<file path="src/sv/fbl_sqrt.sv">
// ----------------------------------------------------------------------------
// fbl_sqrt
// Digit-by-digit floor square root of a Q60 value, one result bit per cycle.
// ----------------------------------------------------------------------------
module fbl_sqrt (
  input  logic        clk,
  input  logic        rst_n,
  input  logic        start,
  input  logic [60:0] v_in,
  output logic        done,
  output logic [30:0] root
);

  logic        busy_r, done_r;
  logic [4:0]  cnt_r;
  logic [61:0] v_r, res_r, bit_r, sum;

  assign sum = res_r + bit_r;

  always_ff @(posedge clk) begin
    if (!rst_n) begin
      busy_r <= 1'b0;
      done_r <= 1'b0;
      cnt_r  <= '0;
    end else begin
      done_r <= 1'b0;
      if (start) begin
        busy_r <= 1'b1;
        cnt_r  <= '0;
        v_r    <= {1'b0, v_in};
        res_r  <= '0;
        bit_r  <= 62'd1 << 60;
      end else if (busy_r) begin
        if (v_r >= sum) begin
          v_r   <= v_r - sum;
          res_r <= (res_r >> 1) + bit_r;
        end else begin
          res_r <= res_r >> 1;
        end
        bit_r <= bit_r >> 2;
        if (cnt_r == 5'd30) begin
          busy_r <= 1'b0;
          done_r <= 1'b1;
        end else begin
          cnt_r <= cnt_r + 1'b1;
        end
      end
    end
  end

  assign done = done_r;
  assign root = res_r[30:0];

endmodule

</file>
<file path="config.mk">
export PLATFORM = sky130hd
export DESIGN_NAME = fbl_sqrt
export DESIGN_NICKNAME = d
export VERILOG_FILES = /design/src/sv/fbl_sqrt.sv
export SDC_FILE = /design/constraint.sdc
export NUM_CORES = 1
export LEC_CHECK = 0
export BUFFER_PORTS_ARGS = -buffer_cell sky130_fd_sc_hd__buf_2
export CORE_MARGIN = 2
export CORE_UTILIZATION = 63
export DETAILED_ROUTE_END_ITERATION = 10
export HOLD_SLACK_MARGIN = 0.05
export PLACE_DENSITY_LB_ADDON = 0.05
export SYNTH_ARGS = -nofsm -noshare
export SYNTH_HDL_FRONTEND = slang
export SYNTH_SLANG_ARGS = --single-unit
</file>
<file path="constraint.sdc">
create_clock -name clk -period 11.8 [get_ports clk]
set_input_delay 0.59 -clock clk [delete_from_list [all_inputs] [get_ports clk]]
set_output_delay 0.59 -clock clk [all_outputs]
set_load 0.02 [all_outputs]
</file>
==> results.tsv <==
stage	metric	value	unit
timing	post-route-min-period	7060	ps
routing	via_per_inst	6.54	
pwr	p_leak	0.00621	uW
cts	htreeDepth	4	
layout	area_growth	6.59	%
timing	timing.setup.tns	0	ps
cts	post-cts-setup-buffers	0	
grt	grt_pass1_vias	13366	
place	hpwl	31900	um
place	dp_slack	5040	ps
layout	drive_gt1_share	10.3	%
place	routabilityCongestion	0.964	
layout	final_area	0.0162	mm2
timing	setup_viol	0	
setup_path	critPathLaunchType	flip-flop	
logic_synthesis	synth_area	0.0152	mm2
routing	vias	14147	
place	place_area	0.0157	mm2
routing	wire_per_inst	19.8	um
timing	tightest_slew	1250	ps
cts	cts_buffers	17	
timing	rsz0062_at_grt	no	
cts	clock_tree.root_cell	clkbuf_16	
logic_synthesis	ys_warn_count	0	
min_path	hold_class	input pin to flip-flop	
place	portBuffers	95	
grt	grt_first_pass_wirelength	69000	um
status	status	finished, final reports clean	
logic_synthesis	syn_inst	1820	
logic_synthesis	synth_ff_type	edfxtp_1	
floorplan	num_rows	56	
cts	post_cts_resized	0	
timing	skew	14.5	ps
grt	grt.overflow.total	0	
logic_synthesis	ys_ff_latch	162	
cts	ctsHoldBuffers	0	
routing	ant_nets	0	
grt	grt_max_degree	87	
logic_synthesis	ys_seq_area_share	31.5	%
setup_path	cp-end-kind	flip-flop	
routing	first_pass_iters	7	
logic_synthesis	synth_cell_types	71	
floorplan	core	0.0236	mm2
floorplan	initial_core_util	64.5	%
pwr	peakVddDrop	0.0826	mV
logic_synthesis	syn_avg_cell_area	8.37	um2
layout	num-nets-final	2025	
routing	drt_iter0_markers	1165	
grt	grt_usage	33.4	%
routing	routed_wl	42700	um
logic_synthesis	synth_edf_count	155	
timing	setup_slack	4740	ps
routing	drc	0	
cts	clkSinkCount	162	
timing	period_share	59.8	%
setup_path	required	11860	ps
timing	drv_slew	0	
floorplan	die_area	0.0254	mm2
pwr	p_per_area	162	mW/mm2
logic_synthesis	synth_nets	2013	
timing	hold_violations	0	
timing	fmax	0.142	GHz
cts	clk_path_buf_depth	2	
cts	clkTransAtPathRegs	80	ps
setup_path	critPathKind	flip-flop to flip-flop	
timing	max_slew_margin	14.6	%
layout	diodes	0	
floorplan	die_w	160	um
setup_path	path_max_fanout	62	
logic_synthesis	postSynth.asyncResetShare	0	%
cts	cts_tree	yes	
grt	antenna_found_initial	1	
setup_path	cp.arrival	7120	ps
floorplan	die_h	160	um
run	maxCapViolations	0	
floorplan	ios	96	
cts	clk_latency	440	ps
report_power, final:
group,leakage [uW],total [uW],internal [uW],switching [uW]
combinational,0.00437,1250,478,771
sequential,0.00155,807,733,73.9
clock,0.000292,572,286,286
total,0.00621,2630,1500,1130
cells by family (layout without fill, tap and decap cells):
group	Yosys count	after routing	share of synthesized area (%)
compound gates	584	584	24.6
xor+xnor	148	148	8.51
fa+ha+maj	129	129	10.6
buf+inv	148	173	4.47
flops	162	162	31.5
mux	11	11	0.805
simple gates	638	638	19.5
cells in the final DEF (no fill, tap or decap), types with 10 or more instances in the layout:
master     count
nor3_1        40
o211ai_1      10
a31oi_1       64
o21bai_1      31
clkbuf_16     17
a21o_1        42
ha_1         128
a21oi_1      133
and2_1        12
a211oi_1      35
nor4_1        14
nand2_1      231
nor2b_1       54
nand2b_1      11
a21boi_0      14
xnor2_1       75
inv_1         39
xor2_1        73
nand4_1       46
or3_1         13
o21a_1        20
mux2_2        10
o21ai_0      137
edfxtp_1     155
nor2_1       152
nand3_1       31
a31o_2        27
o31ai_1       13
buf_2         94
path summary, 6_finish.rpt:
kind,startpoint,end,slack (ps),cells past startpoint
worst min register to register,busy_r,done,480,2
worst min-delay path,rst_n,busy_r,390,2
worst max-delay path,res_r[4],v_r[31],4740,22
worst max register to register,res_r[4],v_r[31],4740,22
routing by layer:
metal / global-route usage [%] / up-vias / part of all wire, %
met5: 0 / - / 0.030
met4: 14.3 / 2 / 4.3
met3: 4.69 / 129 / 6.4
met2: 56.8 / 586 / 48
met1: 42.4 / 6657 / 41
li1: - / 6773 / -
synth_stat cells (14+ instances only):
library cell,number,area (um2)
nor4_1,14,87.6
xnor2_1,75,657
a21boi_0,15,113
nor3_1,40,200
buf_4,31,233
inv_1,39,146
a31oi_1,64,400
a21o_1,42,315
ha_1,128,1600
a31o_2,27,236
o21bai_1,31,233
nor2b_1,54,338
nand4_1,46,288
a211oi_1,35,263
nor2_1,152,571
o21a_1,21,158
edfxtp_1,155,4650
o21ai_0,137,686
a21oi_1,133,666
clkbuf_1,68,255
nand2_1,232,871
nand3_1,31,155
xor2_1,73,639
flip-flops by register name, indices dropped and copies added (netlist names):
signal,count
busy_r,1
cnt_r,5
done,1
bit_r,31
v_r,62
res_r,62
through the flow:
stage          power (uW)  hold WS, ps  util [%]  instances
2_1_floorplan        1750          425         -       1820
3_3_place_gp         2020          464      66.3       2132
3_5_place_dp         2030          466      66.3       2132
4_1_cts              2610          370      68.8       2164
5_1_grt              2790          398      68.8       2164
6_report             2630          385      68.8       2164
final cells by class:
| cell class | count | area (um2) |
|---|---|---|
| multi-input combinational | 1510 | 9780 |
| fill | 1977 | 7370 |
| clock buffer | 17 | 425 |
| inverter | 39 | 146 |
| clock inverter | 15 | 158 |
| timing repair buffer | 102 | 534 |
| sequential | 162 | 4790 |
| tap | 319 | 399 |
critical path: stages, from the launching register on:
cell,delay (ps)
edfxtp_1,510
ha_1,430
nand4_1,110
o21ai_0,400
a311oi_1,270
o2111a_1,330
o31ai_1,450
a21bo_2,280
a41oi_2,150
o21bai_1,360
a21oi_1,140
xor2_1,160
ha_1,470
nand2_1,220
nor4_1,330
nand4_1,230
nor2_1,220
a211oi_1,70
o21a_1,150
and2_1,170
buf_4,270
a21boi_4,200
buf_4,630
Power figures use the tool's default switching activity.
