## src/sv/fbl_div.sv

```systemverilog
// ----------------------------------------------------------------------------
// fbl_div
// Restoring divider, one quotient bit per cycle: floor(num * 2^30 / den) for
// num <= den.
// ----------------------------------------------------------------------------
module fbl_div (
  input  logic        clk,
  input  logic        rst_n,
  input  logic        start,
  input  logic [32:0] num,
  input  logic [32:0] den,
  output logic        done,
  output logic [30:0] quo
);

  logic        busy_r, done_r;
  logic [4:0]  cnt_r;
  logic [34:0] rem_r, trial;
  logic [32:0] den_r;
  logic [30:0] quo_r;

  assign trial = (cnt_r == 5'd0) ? rem_r : (rem_r << 1);

  always_ff @(posedge clk) begin
    if (!rst_n) begin
      busy_r <= 1'b0;
      done_r <= 1'b0;
      cnt_r  <= '0;
    end else begin
      done_r <= 1'b0;
      if (start) begin
        busy_r <= 1'b1;
        cnt_r  <= '0;
        rem_r  <= {2'b00, num};
        den_r  <= den;
        quo_r  <= '0;
      end else if (busy_r) begin
        if (trial >= {2'b00, den_r}) begin
          rem_r <= trial - {2'b00, den_r};
          quo_r <= {quo_r[29:0], 1'b1};
        end else begin
          rem_r <= trial;
          quo_r <= {quo_r[29:0], 1'b0};
        end
        if (cnt_r == 5'd30) begin
          busy_r <= 1'b0;
          done_r <= 1'b1;
        end else begin
          cnt_r <= cnt_r + 1'b1;
        end
      end
    end
  end

  assign done = done_r;
  assign quo  = quo_r;

endmodule

```

## config.mk

```make
export PLATFORM = sky130hd
export DESIGN_NAME = fbl_div
export DESIGN_NICKNAME = d
export VERILOG_FILES = /design/src/sv/fbl_div.sv
export SDC_FILE = /design/constraint.sdc
export NUM_CORES = 1
export LEC_CHECK = 0
export BUFFER_PORTS_ARGS = -buffer_cell sky130_fd_sc_hd__buf_2
export CAP_MARGIN = 20
export CELL_PAD_IN_SITES_DETAIL_PLACEMENT = 0
export CELL_PAD_IN_SITES_GLOBAL_PLACEMENT = 1
export CORE_UTILIZATION = 49
export CTS_CLUSTER_DIAMETER = 50
export DETAILED_ROUTE_END_ITERATION = 7
export GPL_TIMING_DRIVEN = 0
export PLACE_DENSITY_LB_ADDON = 0.1
export REMOVE_ABC_BUFFERS = 1
export SYNTH_ARGS = -nofsm -noshare
export SYNTH_HDL_FRONTEND = slang
export SYNTH_SLANG_ARGS = --single-unit
```

## constraint.sdc

```tcl
create_clock -name clk -period 7.9 [get_ports clk]
set_input_delay 1.58 -clock clk [delete_from_list [all_inputs] [get_ports clk]]
set_output_delay 1.58 -clock clk [all_outputs]
set_load 0.01 [all_outputs]
```

==> impl_metrics.toml <==
[detailed_routing]
postRouteAntennaNets = 0
wl_per_cell_um = 17.0
drt-initial-drc-count = 334
dr_total_vias = 5131
avgViaCountPerCell = 5.61
routed_wirelength_mm = 15.5
drc_errors = 0
drt_first_pass_iters = 5

[critical_path]
arrival_ns = 5.27
critPathLaunchType = "flop"
r2r_start = "cnt_r[0]"
r2r_end = "rem_r[8]"
cp_max_fo = 22
crit_slowest_cell = "nor4b_4"
cp.required_ns = 8.01
rrSetupSlack_ns = 2.74
critPathMaxStageDelay_ns = 0.75
critical-path-top-delay-family = "compound AO/OA/AOI/OAI gates"
worst-path-buf-inv = 3
rr_worst_depth = 15
end_kind = "flop"
path_cells = "inv_1 -> ha_1 -> nor4b_4 -> buf_6 -> mux2_2 -> ha_1 -> nand2_1 -> nor2b_1 -> o21ai_1 -> a211oi_2 -> o311ai_1 -> o211ai_4 -> buf_12 -> mux2_1 -> mux2_2"
crit_type = "flop to flop"

[min_path]
min_from = "busy_r"
hp-class = "flop to flop"
hold_depth = 2
min_to = "done"

[yosys]
yosysUniqueCellTypes = 61
synthTopCellsByArea = "edfxtp_1 (44%), ha_1 (6.6%), mux2_2 (5.4%), a21oi_1 (3.4%), nor2b_1 (3.1%)"
synth_area_per_cell_um2 = 10.5
ys_seq_area_share_pct = 45.6
synth-seq-cells = 106
synth_edf_count = 99
syn_area_mm2 = 0.00682
syn_inst = 650
synthArstFlopShare_pct = 0
synth.top_cell.area_share_pct = 43.6
synthFlopType = "edfxtp_1"
yosys_warnings = 0
ys_top_cells_by_count = "edfxtp_1 (99), a21oi_1 (47), inv_1 (46), nand2_1 (45), nor2_1 (40)"
yosysMostFrequentCell = "edfxtp_1"
yosysTopAreaCell = "edfxtp_1"

[floorplan]
die_x_um = 120
die_y_um = 120
core-area_mm2 = 0.0134
die_area_mm2 = 0.0144
start_util_pct = 50.9
rows = 42
io_pins = 101

[timing]
fin_crit_ns = 5.16
fin_ws_ns = 2.74
rsz0062_at_grt = "false"
period_share_pct = 65.3
tightestPinTransition_ns = 0.918
fmax_mhz = 194
drv_slew = 0
finalSetupViolations = 0
relSlewSlack_pct = 38.5
fin_skew_ns = 0.00996
hold_violations = 0

[global_routing]
track_usage_pct = 22.7
antenna_found_initial = 0
grt_pass1_vias = 5024
grt_remaining_overflow = 0
grt_max_degree = 80
grt_pass1_wl_mm = 25.5

[run]
max-cap-violations = 0

[place]
post-place-ws_ns = 2.82
gp_congestion = 0.808
dp_hpwl_mm = 11.2
io_buffers = 100

[layout]
syn_to_final_growth_pct = 14.9
post-route-util_pct = 58.5
diodes = 0
nets = 839
drive_above_1_share_pct = 23.6

[run_status]
status = "complete, no violations"

[pwr]
ir_worst_vdd_uv = 133
leakagePower_nw = 3.25
powerDensity_mw_per_mm2 = 225
power.total_w = 0.00176

[cts]
cts_setup_buffers = 0
cts_buffer_depth = 2
cts_tree = "built"
clk_pin_slew_ns = 0.08
cts_hold_buf = 0
clk-insertion-delay-late_ns = 0.36
cts_resized = 0
cts.sinks = 106
htreeDepth = 3
cts-root-buf = "clkbuf_16"
cts_buffers = 9
[worst min-delay path: cells and delay by family (launching register included)]
family,cells,cell delay [ns]
AND/OR/NAND/NOR,1,0.05
flip-flops,1,0.33
buffers and inverters,1,0.06
[report_power, final]
group	total [W]	internal, W	switching (W)
clock network	0.000493	0.000278	0.000215
logic	0.000576	0.000251	0.000325
registers	0.000694	0.000675	0.0000191
[state kept, by name, indices dropped and copies added (netlist names)]
name and flops:
cnt_r 5, busy_r 1, quo 31, rem_r 35, done 1, den_r 33
[layout by cell type (no fill, tap or decap), types with 8 or more instances in the layout]
cell type	instances
o21bai_1	8
mux2i_1	15
a221o_1	8
ha_1	36
a21o_1	14
nand3_1	16
clkbuf_16	9
o21ai_0	27
xor2_1	10
xnor2_1	22
nand4_1	13
nor2_1	40
nand2_1	45
buf_2	99
a21oi_1	47
inv_1	46
nor2b_1	34
mux2_2	33
edfxtp_1	99
[worst max-delay path by stage]
stage,endpoint,cells past startpoint,startpoint
4_1_cts,rem_r[8],15,cnt_r[0]
6_report,rem_r[8],15,cnt_r[0]
3_3_place_gp,rem_r[23],14,cnt_r[0]
5_1_grt,rem_r[8],15,cnt_r[0]
3_5_place_dp,rem_r[8],15,cnt_r[0]
2_1_floorplan,rem_r[8],13,cnt_r[0]
[metrics by stage]
step | TNS [ns] | area (um^2) | std cells | hold WS, ns
after floorplan | 0 | 6660 | 616 | 0.425
after global placement | -1.85 | 7380 | 892 | 0.436
after detailed placement | 0 | 7520 | 898 | 0.467
after CTS | 0 | 7840 | 914 | 0.483
after global routing | 0 | 7840 | 914 | 0.514
final | 0 | 7840 | 914 | 0.487
[routing by layer]
metal	routed length, um	track usage (%)
met3	615	2.99
met1	7730	32.9
met4	218	7.50
met5	0	0
met2	6940	35.0
[logic make-up after synthesis]
| logic type | after synthesis | synth area share, % |
|---|---|---|
| AND/OR/NAND/NOR | 187 | 14.7 |
| AO/OA/AOI/OAI | 158 | 16.0 |
| flip-flops | 106 | 45.6 |
| buffers and inverters | 81 | 4.93 |
| multiplexers | 49 | 7.81 |
| adder cells (fa/ha/maj) | 37 | 6.90 |
| XOR/XNOR | 32 | 4.11 |
[area by class of cell]
| cell class | instances | area (um^2) |
|---|---|---|
| clock inverter | 7 | 92.6 |
| timing repair buffer | 106 | 624 |
| tap | 176 | 220 |
| clock buffer | 9 | 225 |
| fill | 1200 | 5560 |
| sequential | 106 | 3110 |
| inverter | 47 | 176 |
| multi-input combinational | 463 | 3390 |
No activity file was read; power rests on OpenSTA's default activity.
