`src/sv/fbl_pkg.sv`:
```
// ----------------------------------------------------------------------------
// fbl_pkg
// Shared types, constants and the CORDIC arctangent table for the five-bar
// leg inverse kinematics block.
// ----------------------------------------------------------------------------
package fbl_pkg;

  localparam int CORDIC_STEPS_DEF = 16;
  localparam int WINDING_BITS_DEF = 11;

  localparam int AW = 36;

  localparam logic signed [AW-1:0] PI_Q30       = 36'sd3373259426;
  localparam logic signed [AW-1:0] TWO_PI_Q30   = 36'sd6746518852;
  localparam logic signed [AW-1:0] ONE_Q30      = 36'sd1073741824;
  localparam logic        [31:0]   INV_GAIN_Q30 = 32'd652032874;

  localparam logic [1:0] CFG_SHORT_LINK = 2'd0;
  localparam logic [1:0] CFG_LONG_LINK  = 2'd1;
  localparam logic [1:0] CFG_FLIP_AXIS  = 2'd2;

  typedef struct packed {
    logic signed [15:0] foot_x;
    logic signed [15:0] foot_z;
  } in_req_t;

  typedef struct packed {
    logic signed [31:0] motor_a_angle;
    logic signed [31:0] motor_b_angle;
    logic               reachable;
  } out_req_t;

  function automatic logic signed [AW-1:0] atan_step(input logic [5:0] i);
    logic signed [AW-1:0] v;
    case (i)
      6'd0: v = 36'sd843314857;
      6'd1: v = 36'sd497837829;
      6'd2: v = 36'sd263043837;
      6'd3: v = 36'sd133525159;
      6'd4: v = 36'sd67021687;
      6'd5: v = 36'sd33543516;
      6'd6: v = 36'sd16775851;
      6'd7: v = 36'sd8388437;
      6'd8: v = 36'sd4194283;
      6'd9: v = 36'sd2097149;
      default: begin
        if (i <= 6'd30) v = AW'(1) << (6'd30 - i);
        else v = '0;
      end
    endcase
    return v;
  endfunction

endpackage

```
`src/sv/fbl_cordic.sv`:
```
// ----------------------------------------------------------------------------
// fbl_cordic
// Vectoring CORDIC, one micro-rotation per cycle: atan2(y, x) in Q30 and the
// gain-scaled magnitude.
// ----------------------------------------------------------------------------
module fbl_cordic #(
  parameter int STEPS = fbl_pkg::CORDIC_STEPS_DEF
) (
  input  logic                            clk,
  input  logic                            rst_n,
  input  logic                            start,
  input  logic signed [fbl_pkg::AW-1:0]   x_in,
  input  logic signed [fbl_pkg::AW-1:0]   y_in,
  output logic                            done,
  output logic signed [fbl_pkg::AW-1:0]   ang,
  output logic signed [fbl_pkg::AW-1:0]   mag
);

  localparam int CW = $clog2(STEPS);

  logic                          busy_r, done_r;
  logic [CW-1:0]                 cnt_r;
  logic signed [fbl_pkg::AW-1:0] x_r, y_r, ang_r;
  logic signed [fbl_pkg::AW-1:0] dx, dy, da;

  assign dx = y_r >>> cnt_r;
  assign dy = x_r >>> cnt_r;
  assign da = fbl_pkg::atan_step(6'(cnt_r));

  always_ff @(posedge clk) begin
    if (!rst_n) begin
      busy_r <= 1'b0;
      done_r <= 1'b0;
      cnt_r  <= '0;
    end else begin
      done_r <= 1'b0;
      if (start) begin
        cnt_r <= '0;
        if (x_in == '0 && y_in == '0) begin
          x_r    <= '0;
          y_r    <= '0;
          ang_r  <= '0;
          done_r <= 1'b1;
        end else begin
          busy_r <= 1'b1;
          if (x_in < 0) begin
            ang_r <= (y_in >= 0) ? fbl_pkg::PI_Q30 : -fbl_pkg::PI_Q30;
            x_r   <= -x_in;
            y_r   <= -y_in;
          end else begin
            ang_r <= '0;
            x_r   <= x_in;
            y_r   <= y_in;
          end
        end
      end else if (busy_r) begin
        if (y_r >= 0) begin
          x_r   <= x_r + dx;
          y_r   <= y_r - dy;
          ang_r <= ang_r + da;
        end else begin
          x_r   <= x_r - dx;
          y_r   <= y_r + dy;
          ang_r <= ang_r - da;
        end
        if (cnt_r == CW'(STEPS - 1)) begin
          busy_r <= 1'b0;
          done_r <= 1'b1;
        end else begin
          cnt_r <= cnt_r + 1'b1;
        end
      end
    end
  end

  assign done = done_r;
  assign ang  = ang_r;
  assign mag  = x_r;

endmodule

```
`config.mk`:
```
export PLATFORM = sky130hd
export DESIGN_NAME = fbl_cordic
export DESIGN_NICKNAME = d
export VERILOG_FILES = /design/src/sv/fbl_pkg.sv /design/src/sv/fbl_cordic.sv
export SDC_FILE = /design/constraint.sdc
export NUM_CORES = 1
export LEC_CHECK = 0
export ABC_AREA = 1
export BUFFER_PORTS_ARGS = -buffer_cell sky130_fd_sc_hd__buf_2
export CAP_MARGIN = 20
export CORE_MARGIN = 4
export CORE_UTILIZATION = 30
export DETAILED_ROUTE_END_ITERATION = 8
export SKIP_LAST_GASP = 1
export SLEW_MARGIN = 20
export SYNTH_ARGS = -nofsm -noshare
export SYNTH_HDL_FRONTEND = slang
export SYNTH_SLANG_ARGS = --single-unit
```
`constraint.sdc`:
```
create_clock -name clk -period 7.5 [get_ports clk]
set_input_delay 0.375 -clock clk [delete_from_list [all_inputs] [get_ports clk]]
set_output_delay 0.375 -clock clk [all_outputs]
set_load 0.05 [all_outputs]
```
==> results of run 1 <==
## cell families (layout without fill, tap and decap cells)
group / after synthesis / in the layout / synth area share (%)
AND/OR/NAND/NOR: 1826 / 1826 / 41.4
AO/OA/AOI/OAI: 572 / 572 / 16.8
buffers and inverters: 416 / 505 / 8.96
XOR/XNOR: 158 / 158 / 7.23
adder cells (fa/ha/maj): 120 / 120 / 7.92
flip-flops: 114 / 114 / 17.5
multiplexers: 4 / 4 / 0.215
## cell usage in the layout (no fill, tap or decap), types with 10 or more instances in the layout
cell type  netlist  layout
nor4_1          20      20
inv_2           14      14
o21ai_0        204     204
xnor2_1         58      58
nand4_1         42      42
inv_1          293     292
a21oi_1        194     194
nor3_1          28      28
clkbuf_16        0      17
a21o_1          10      10
nand3b_1        12      12
ha_1           117     117
edfxtp_1       108     108
o31ai_1         16      16
nand2_1        866     866
xor2_1          99      99
a21oi_2         14      14
o221ai_1        11      11
o21bai_1        13      13
a31oi_1         19      19
o21ai_1         34      34
nand3_1        429     429
o21a_1          23      23
buf_2           43     146
or2_2           17      17
nor2_2          18      18
buf_4            5      17
nor2_1         349     348
nand2_2         17      17
## power by group through the flow
stage / Clock [W] / Combinational [W] / Sequential (W)
CTS: 0.000851 / 0.00358 / 0.00104
finish: 0.000829 / 0.00362 / 0.00104
detailed placement: 0 / 0.00355 / 0.00106
global placement: 0 / 0.00356 / 0.00106
floorplan: 0 / 0.00249 / 0.00118
global route: 0.000874 / 0.00405 / 0.00104
## cell type report
cell class                 instances  area (um^2)  share of cell area [%]
multi-input combinational       2680        14200                    66.8
sequential                       114         3370                    15.9
inverter                         310         1170                    5.53
tap                              846         1060                    5.00
timing repair buffer             163          858                    4.05
clock buffer                      17          425                    2.01
clock inverter                    15          146                   0.691
## worst reg2reg max path: cells and delay by family (launching register included)
| kind | cells | cell delay (ns) |
|---|---|---|
| compound gates | 6 | 1.47 |
| xor+xnor | 2 | 0.31 |
| fa+ha+maj | 3 | 0.94 |
| buf+inv | 4 | 0.66 |
| flops | 1 | 0.85 |
| simple gates | 8 | 1.14 |
## cells in the mapped netlist (all sizes together), types with 16 or more instances
cell type / n
o31ai: 16
a21oi: 209
or2: 18
clkbuf: 39
nand3: 437
nor3: 30
o21a: 23
nor2: 375
xnor2: 58
buf: 67
nand4: 44
edfxtp: 108
inv: 308
ha: 117
o21ai: 244
nand2: 884
nor4: 20
xor2: 100
a31oi: 19
## path summary, 6_finish.rpt
kind,start,cells past startpoint,end
setup / recovery,cnt_r[0]$_SDFFE_PP0P_,23,ang[30]$_DFFE_PP_
hold / removal,rst_n,3,done$_SDFF_PN0_
setup reg to reg,cnt_r[0]$_SDFFE_PP0P_,23,ang[30]$_DFFE_PP_
hold reg to reg,busy_r$_SDFFE_PN0P_,2,cnt_r[2]$_SDFFE_PP0P_
## per-stage QoR
stage	util (%)	power, W	std cells
global placement	32.6	0.00462	4113
detailed placement	32.6	0.00461	4113
global route	33.5	0.00596	4145
CTS	33.5	0.00547	4145
floorplan	-	0.00366	3210
finish	33.5	0.00549	4145
## registers in the layout, summed over array words and instances (netlist names)
name    count
ang        36
busy_r      1
cnt_r       4
done        1
mag        36
y_r        36
## layer usage
layer  share of wire (%)  GRT usage [%]  wire length, um
met5                   0              0                0
met4                 3.1           6.97             2230
met3                 5.2           2.21             3760
met2                  46           33.8            33000
met1                  46           28.4            33300
==> flow_metrics.py, run 1 <==
metrics = {
    "routing": {
        "avgViaCountPerCell": 5.22,
        "vias": 21600,
        "wire_per_inst_um": 17.5,
        "ant_nets": 0,
        "first_pass_iters": 9,
        "drt_iter0_drc": 2407,
        "drc": 1,
        "wl_mm": 72.4,
    },
    "critical_path": {
        "slowest_delay_ns": 0.85,
        "cp_num_buf_inv": 4,
        "path_max_fanout": 75,
        "critPathKind": "reg -> reg",
        "critPathSlowestCell": "dfxtp_2",
        "reg2reg_slack_ns": 1.84,
        "crit_path_start_kind": "register",
        "cp_top_family": "compound AO/OA/AOI/OAI gates",
        "cp-end-kind": "register",
        "cp_cell_sequence": "inv_6 -> ha_1 -> o21ai_1 -> nand2_2 -> nor2_2 -> nand2_1 -> inv_1 -> ha_1 -> inv_1 -> o21ai_0 -> xor2_1 -> inv_1 -> ha_1 -> nand2_1 -> nor3_1 -> nand2_1 -> o211ai_1 -> a21oi_1 -> o21bai_1 -> nand2_1 -> nand2_1 -> xnor2_1 -> o21ai_0",
        "cp_common_cell": "nand2_1",
        "required_ns": 7.71,
        "arrival_ns": 5.87,
    },
    "sta": {
        "post-route-min-period_ns": 5.66,
        "report.final.slew_viol_count": 0,
        "slew-limit-headroom_pct": 32.2,
        "rsz0062_at_grt": "no",
        "timing.final.hold_violations": 0,
        "setup_violations": 0,
        "fmax_mhz": 177,
        "setup_tns_ns": 0,
        "fin_crit_sh_pct": 75.5,
        "tightestPinTransition_ns": 1.01,
        "hold_ws_ns": 0.208,
        "skew_ns": 0.0137,
        "fin_ws_ns": 1.84,
    },
    "clocking": {
        "postCtsHoldBufs": 0,
        "cts_root_buffer": "clkbuf_16",
        "post_cts_buffers": 0,
        "cts_inserted_buffers": 17,
        "cts_resized": 0,
        "clk_pin_slew_ns": 0.07,
        "htree_levels": 4,
        "cts_sinks": 114,
        "cts_tree": "built",
        "worstSkewPairLatency_ns": 0.50,
        "max-clock-path-buffers": 2,
    },
    "finish": {
        "final_cell_area_um2": 21200,
        "area_growth_pct": 10.1,
        "antenna_cells": 0,
        "nFillCells": 7188,
        "drive_gt1_share_pct": 9.49,
        "finalNetCount": 3481,
    },
    "logic_synthesis": {
        "ys_seq_area_share_pct": 17.5,
        "ys_async_sr_fraction_pct": 0,
        "syn-num-nets": 3405,
        "yosys-top-cells-area": "nand2_1 17%, edfxtp_1 17%, nand3_1 11%",
        "synth_top_area_share_pct": 16.9,
        "yosys_warnings": 0,
        "syn-instance-count": 3210,
        "synth-edff-count": 108,
        "ys_ff_latch": 114,
        "synth_area_leader_cell": "nand2_1",
        "yosysUniqueCellTypes": 61,
        "syn_area_per_cell_um2": 5.99,
        "synthFlopType": "edfxtp_1",
        "syn-cell-area_um2": 19200,
    },
    "global_routing": {
        "antenna_found_initial": 0,
        "grt-ovfl-total": 0,
        "grtUsageTotal_pct": 20.7,
        "grt_pass1_wl_mm": 111,
        "grt_pass1_vias": 19500,
        "grt_max_degree": 76,
    },
    "worst_hold_path": {
        "hold_path.class": "in -> reg",
    },
    "floorplan": {
        "dieWidth_um": 261,
        "core_um2": 63300,
        "start_util_pct": 30.4,
        "fp.dieH_um": 261,
        "dieArea_um2": 68200,
        "num_io_pins": 148,
        "row_count": 92,
    },
    "placement": {
        "finalWeightedCongestion": 0.922,
        "dpl_worst_slack_ns": 1.93,
        "post-dp-hpwl_mm": 58.5,
        "io_buffers": 147,
        "place_area_um2": 20600,
    },
    "pwr": {
        "switching_share_pct": 54.4,
        "powerDensity_nw_per_um2": 259,
        "p_comb_share_pct": 66.0,
        "power_switching_w": 0.00299,
        "pwr-share-seq_pct": 18.9,
        "vdd_drop_max_mv": 0.198,
        "p_leak_nw": 9.58,
        "cellInternalPower_w": 0.00251,
        "clock_power_share_pct": 15.1,
    },
    "run": {
        "max-cap-violations": 0,
    },
    "run_status": {
        "violations": "design-rule violations",
        "outcome": "finished, violations left",
    },
}
(Power assumes the default switching activity.)
==> run 2, diff against run 1 <==
ABC_AREA = 0   (was 1)
clock period = 5.9 ns   (was 7.5 ns; I/O delays follow)
==> run 2 against run 1 <==
The run now ends clean; clock power rose by 31%; hold slack got worse by 0.090 ns; via count is 16% lower; core utilization is 1.8 points higher; non-clock buffer count up 102; sequential share of layout area up 0.19 points; synthesized cell count is 32% lower; fmax shrank 0.18%; global-route usage shrank 0.67 points; register-to-register slack lost 1.6 ns; critical path type unchanged.
==> flow_metrics.py, run 2 <==
metrics = {
    "logic_synthesis": {
        "synth_top_area_share_pct": 17.8,
        "ys_seq_area_share_pct": 18.5,
        "syn-num-nets": 2369,
        "synthFlopType": "edfxtp_1",
        "yosys-top-cells-area": "edfxtp_1 18%, ha_1 8.1%, mux4_2 6.9%",
        "yosysMostFrequentCell": "nand2_1",
        "syn-cell-area_um2": 18200,
        "yosysUniqueCellTypes": 102,
        "ys_async_sr_fraction_pct": 0,
        "synth-edff-count": 108,
        "syn_area_per_cell_um2": 8.36,
        "ys_ff_latch": 114,
        "synth_area_leader_cell": "edfxtp_1",
        "yosys_warnings": 0,
        "netlist_top_cells_count": "214 x nand2_1, 203 x o21ai_0, 139 x a21oi_1",
        "syn-instance-count": 2174,
    },
    "run_status": {
        "outcome": "finished clean",
    },
    "sta": {
        "post-route-min-period_ns": 5.67,
        "tightestPinTransition_ns": 0.975,
        "timing.final.hold_violations": 0,
        "fin_crit_sh_pct": 96.1,
        "report.final.slew_viol_count": 0,
        "fmax_mhz": 176,
        "rsz0062_at_grt": "yes",
        "setup_tns_ns": 0,
        "setup_violations": 0,
        "slew-limit-headroom_pct": 35.0,
        "skew_ns": 0.0110,
        "fin_ws_ns": 0.227,
    },
    "placement": {
        "post-dp-hpwl_mm": 52.5,
        "finalWeightedCongestion": 0.974,
        "dp_cells": 3092,
        "place_area_um2": 20300,
        "io_buffers": 147,
        "dpl_worst_slack_ns": 0.0455,
    },
    "routing": {
        "wl_mm": 66.3,
        "wire_per_inst_um": 21.2,
        "first_pass_iters": 5,
        "vias": 18200,
        "ant_nets": 0,
        "avgViaCountPerCell": 5.82,
        "drc": 0,
        "drt_iter0_drc": 1396,
    },
    "clocking": {
        "max-clock-path-buffers": 2,
        "cts_root_buffer": "clkbuf_16",
        "cts_tree": "built",
        "cts_sinks": 114,
        "cts_inserted_buffers": 17,
        "htree_levels": 4,
        "clk_pin_slew_ns": 0.06,
        "worstSkewPairLatency_ns": 0.47,
    },
    "global_routing": {
        "antenna_found_initial": 0,
        "grt_pass1_vias": 17700,
        "grt_pass1_wl_mm": 102,
        "grt_max_degree": 70,
        "grt-ovfl-total": 0,
        "grtUsageTotal_pct": 20.0,
    },
    "pwr": {
        "powerDensity_nw_per_um2": 394,
        "p_leak_nw": 8.18,
        "vdd_drop_max_mv": 0.290,
    },
    "floorplan": {
        "dieArea_um2": 64600,
        "dieWidth_um": 254,
        "fp.dieH_um": 254,
        "row_count": 89,
        "num_io_pins": 148,
        "start_util_pct": 30.6,
        "core_um2": 59500,
    },
    "critical_path": {
        "required_ns": 6.17,
        "critPathKind": "reg -> reg",
        "crit_path_start_kind": "register",
        "r2r-start": "cnt_r[0]$_SDFFE_PP0P_",
        "crit_start": "cnt_r[0]$_SDFFE_PP0P_",
        "reg2reg_to": "mag[34]$_DFFE_PP_",
        "reg2reg_depth": 20,
        "cp-end-kind": "register",
        "arrival_ns": 5.95,
        "reg2reg_slack_ns": 0.23,
        "path_max_fanout": 26,
    },
    "finish": {
        "area_growth_pct": 15.4,
        "finalNetCount": 2537,
        "nFillCells": 6247,
        "final_cell_area_um2": 21000,
        "regArea_um2": 3380,
        "drive_gt1_share_pct": 18.8,
        "multiInputGateArea_um2": 14100,
        "final_cell_mix": "214 x nand2_1, 202 x o21ai_0, 146 x buf_2",
        "final_common_cell": "nand2_1",
        "stdcell_count": 3129,
    },
    "worst_hold_path": {
        "holdPathEnd": "busy_r$_SDFFE_PN0P_",
        "hp-start": "rst_n",
        "holdPathStages": 2,
        "hold_path.class": "in -> reg",
    },
    "run": {
        "max-cap-violations": 0,
    },
}
## run 2: kinds of logic after synthesis
group | Yosys count | share of synthesized area [%]
AOI/OAI and AO/OA | 704 | 25.2
adders and majority gates | 120 | 8.38
muxes | 177 | 14.3
DFF | 114 | 18.5
buffers and inverters | 181 | 4.54
and+or+nand+nor | 641 | 17.5
xor gates and xnor gates | 237 | 11.6
## run 2: layout make-up
type,count,share of cell area (%)
Sequential cell,114,16.1
Clock inverter,12,0.668
Timing Repair Buffer,265,8.25
Tap cell,773,4.61
Inverter,65,1.16
Clock buffer,20,2.08
Antenna cell,1,0.0119
Multi-Input combinational cell,1879,67.1
## run 2: per-layer routing
layer  share of wire [%]  global-route usage [%]
met1                  42                    25.1
met2                  49                    35.1
met3                 5.4                    2.98
met4                 3.7                    7.05
met5                   0                       0
## run 2: metrics by stage
| step | hold WS, ns | total power [W] | util [%] |
|---|---|---|---|
| after global routing | 0.113 | 0.00891 | 35.3 |
| after global placement | 0.572 | 0.00700 | 34.1 |
| after floorplan | 0.449 | 0.00553 | - |
| final | 0.118 | 0.00827 | 35.3 |
| after CTS | 0.0858 | 0.00822 | 35.1 |
| after detailed placement | 0.567 | 0.00708 | 34.1 |
## run 2: critical path, cell delays in order, from the launching register on
cell	delay [ns]
dfxtp_2	0.33
buf_12	0.16
inv_2	0.11
buf_4	0.34
buf_4	0.32
mux2i_4	0.39
nand4_1	0.22
a22oi_2	0.39
nand3_2	0.22
o21ai_0	0.25
xor2_1	0.10
ha_1	0.39
nand2_1	0.12
or4_1	0.60
nor4_2	0.41
o21ai_0	0.14
nand3_1	0.15
o41ai_1	0.08
buf_4	0.15
or4_1	0.46
o311ai_0	0.10
## run 2: worst max path at each step
| stage | endpoint | slack (ns) |
|---|---|---|
| finish | mag[34]$_DFFE_PP_ | 0.23 |
| detailed placement | mag[34]$_DFFE_PP_ | 0.05 |
| CTS | mag[34]$_DFFE_PP_ | 0.003 |
| global route | y_r[35]$_DFFE_PP_ | -0.12 |
| floorplan | ang[34]$_DFFE_PP_ | 0.03 |
| global placement | y_r[35]$_DFFE_PP_ | 0.18 |
## run 2: where the power goes
| group | internal [W] | switching, W |
|---|---|---|
| Combinational | 0.00234 | 0.00336 |
| Clock | 0.000655 | 0.000432 |
| Sequential | 0.00119 | 0.000294 |
| Total | 0.00418 | 0.00409 |
## run 2: repair_timing
action | CTS | global route
buffers inserted | 0 | 4
endpoints found under the setup margin | 0 | 21
gates resized for setup | 0 | 17
hold buffers | 0 | 0
==> run 3, diff against run 2 <==
==> constraint.sdc (replaced) <==
create_clock -name clk -period 5.9 [get_ports clk]
set_input_delay 1.18 -clock clk [delete_from_list [all_inputs] [get_ports clk]]
set_output_delay 1.18 -clock clk [all_outputs]
set_load 0.05 [all_outputs]
==> run 3 against run 2 <==
Count of clock-buffer cells in the layout fell by 2; clock skew grew 0.0079 ns; routed wire length is 0.49% higher; core utilization up 0.13 points; sequential share of layout area hardly changed; worst setup slack got worse by 0.035 ns; non-clock buffer count rose by 5; hold slack gained 0.49 ns; combinational power about the same; cell count rose by 0.13%; largest cell class unchanged.
==> flow_metrics.py, run 3 (synthesized netlist as in run 2, its figures left out) <==
metrics = {
    "run_status": {
        "outcome": "finished clean",
    },
    "pwr": {
        "p_leak_nw": 8.23,
        "pwr-share-seq_pct": 18.1,
        "cellInternalPower_w": 0.00411,
        "switching_share_pct": 50.1,
        "p_comb_share_pct": 69.2,
        "clock_power_share_pct": 12.7,
        "vdd_drop_max_mv": 0.261,
        "power_switching_w": 0.00413,
        "powerDensity_nw_per_um2": 391,
    },
    "finish": {
        "finalNetCount": 2542,
        "area_growth_pct": 15.9,
        "final_common_cell": "nand2_1",
        "antenna_cells": 0,
        "stdcell_count": 3133,
        "final_cell_mix": "214 x nand2_1, 201 x o21ai_0, 146 x buf_2",
        "drive_gt1_share_pct": 19.6,
        "nFillCells": 6198,
    },
    "run": {
        "max-cap-violations": 0,
    },
    "worst_hold_path": {
        "hold_path.class": "reg -> reg",
    },
    "critical_path": {
        "reg2reg_to": "y_r[35]$_DFFE_PP_",
        "reg2reg_slack_ns": 0.19,
        "required_ns": 6.13,
        "arrival_ns": 5.94,
        "cp-end-kind": "register",
        "crit_path_start_kind": "register",
        "crit_path_end": "y_r[35]$_DFFE_PP_",
        "reg2reg_depth": 19,
        "crit_start": "cnt_r[1]$_SDFFE_PP0P_",
        "critPathKind": "reg -> reg",
        "r2r-start": "cnt_r[1]$_SDFFE_PP0P_",
        "path_max_fanout": 8,
    },
    "sta": {
        "fin_crit_sh_pct": 96.7,
        "timing.final.hold_violations": 0,
        "slew-limit-headroom_pct": 41.8,
        "setup_tns_ns": 0,
        "setup_violations": 0,
        "report.final.slew_viol_count": 0,
        "hold_ws_ns": 0.604,
        "skew_ns": 0.0189,
        "rsz0062_at_grt": "yes",
        "tightestPinTransition_ns": 0.871,
        "post-route-min-period_ns": 5.71,
        "fmax_mhz": 175,
    },
    "global_routing": {
        "grt-ovfl-total": 0,
        "grt_pass1_vias": 17800,
        "antenna_found_initial": 1,
        "grtUsageTotal_pct": 20.0,
        "grt_max_degree": 84,
        "grt_pass1_wl_mm": 101,
    },
    "routing": {
        "wire_per_inst_um": 21.3,
        "avgViaCountPerCell": 5.84,
        "ant_nets": 0,
        "first_pass_iters": 7,
        "drt_iter0_drc": 1534,
        "wl_mm": 66.7,
        "drc": 0,
        "vias": 18300,
    },
    "clocking": {
        "cts_sinks": 114,
        "htree_levels": 4,
        "cts_root_buffer": "clkbuf_16",
        "cts_tree": "built",
        "max-clock-path-buffers": 2,
        "cts_inserted_buffers": 17,
        "postCtsHoldBufs": 0,
        "worstSkewPairLatency_ns": 0.50,
        "clk_pin_slew_ns": 0.07,
    },
    "placement": {
        "dp_cells": 3094,
        "io_buffers": 147,
        "post-dp-hpwl_mm": 52.6,
        "finalWeightedCongestion": 0.989,
    },
    "floorplan": {
        "dieWidth_um": 254,
        "dieArea_um2": 64600,
        "fp.dieH_um": 254,
        "core_um2": 59500,
        "num_io_pins": 148,
        "row_count": 89,
        "start_util_pct": 30.6,
    },
}
run 3: cell types whose count changed in the layout (fill, tap and decap cells not counted), sizes merged:
cell and change:
buf +6, clkbuf -3, clkinv +3, bufinv -2, inv +2, clkinvlp -1, diode -1
run 3: what timing repair did:
| item | CTS | global route |
|---|---|---|
| resized for setup | 0 | 34 |
| setup endpoints to repair | 0 | 20 |
| buffers inserted | 0 | 7 |
run 3: metrics by stage:
stage / power, W / area, um^2 / setup WS, ns / util (%)
final: 0.00823 / 21100 / 0.193 / 35.4
after global routing: 0.00886 / 21100 / -0.0410 / 35.4
after CTS: 0.00817 / 20800 / 0.0777 / 35.0
after detailed placement: 0.00707 / 20300 / 0.109 / 34.1
after global placement: 0.00701 / 20300 / 0.208 / 34.1
after floorplan: 0.00553 / 18200 / 0.0309 / -
run 3: final cells by class:
cell class	instances	area [um^2]	area share [%]
multi-input cells	1879	14200	67.3
flip-flops and latches	114	3380	16.0
repair buffers	270	1730	8.22
well taps	773	967	4.59
clock buffers	18	429	2.04
inverters	65	244	1.16
clock inverters	14	134	0.636
run 3: power by group through the flow:
stage	clock network [W]	registers [W]	logic, W
floorplan	0	0.00170	0.00383
CTS	0.00107	0.00148	0.00561
detailed placement	0	0.00150	0.00557
global placement	0	0.00150	0.00551
finish	0.00104	0.00149	0.00570
global route	0.00110	0.00150	0.00627
run 3: layer usage:
| layer | vias to the layer above | global-route usage (%) | routed length [um] |
|---|---|---|---|
| met5 | - | 0 | 0 |
| met4 | 0 | 7.12 | 2130 |
| met3 | 112 | 3.47 | 3860 |
| met2 | 646 | 35.1 | 33000 |
| met1 | 8910 | 24.7 | 27700 |
| li1 | 8644 | - | - |
run 3: worst min-delay path by stage:
| stage | startpoint | end | slack, ns | cells past startpoint |
|---|---|---|---|---|
| after floorplan | busy_r$_SDFFE_PN0P_ | cnt_r[1]$_SDFFE_PP0P_ | 0.50 | 2 |
| after global placement | busy_r$_SDFFE_PN0P_ | busy_r$_SDFFE_PN0P_ | 0.57 | 2 |
| after detailed placement | busy_r$_SDFFE_PN0P_ | cnt_r[1]$_SDFFE_PP0P_ | 0.58 | 2 |
| after CTS | busy_r$_SDFFE_PN0P_ | cnt_r[1]$_SDFFE_PP0P_ | 0.59 | 2 |
| after global routing | busy_r$_SDFFE_PN0P_ | cnt_r[1]$_SDFFE_PP0P_ | 0.64 | 2 |
| final | busy_r$_SDFFE_PN0P_ | busy_r$_SDFFE_PN0P_ | 0.60 | 2 |
run 3: worst max-delay path, stage by stage (launching register included):
cell and delay, ns:
dfxtp_4 0.46, buf_4 0.23, mux4_2 0.55, mux2i_4 0.24, a32oi_1 0.18, or3_1 0.36
nand4bb_1 0.29, or3b_1 0.48, buf_4 0.17, o31ai_1 0.28, xor2_1 0.20, ha_1 0.34
and4_1 0.22, and4_1 0.23, a21boi_0 0.12, a41oi_1 0.26, o21ai_1 0.18, o41ai_2 0.38
xnor3_1 0.20, o22ai_2 0.07
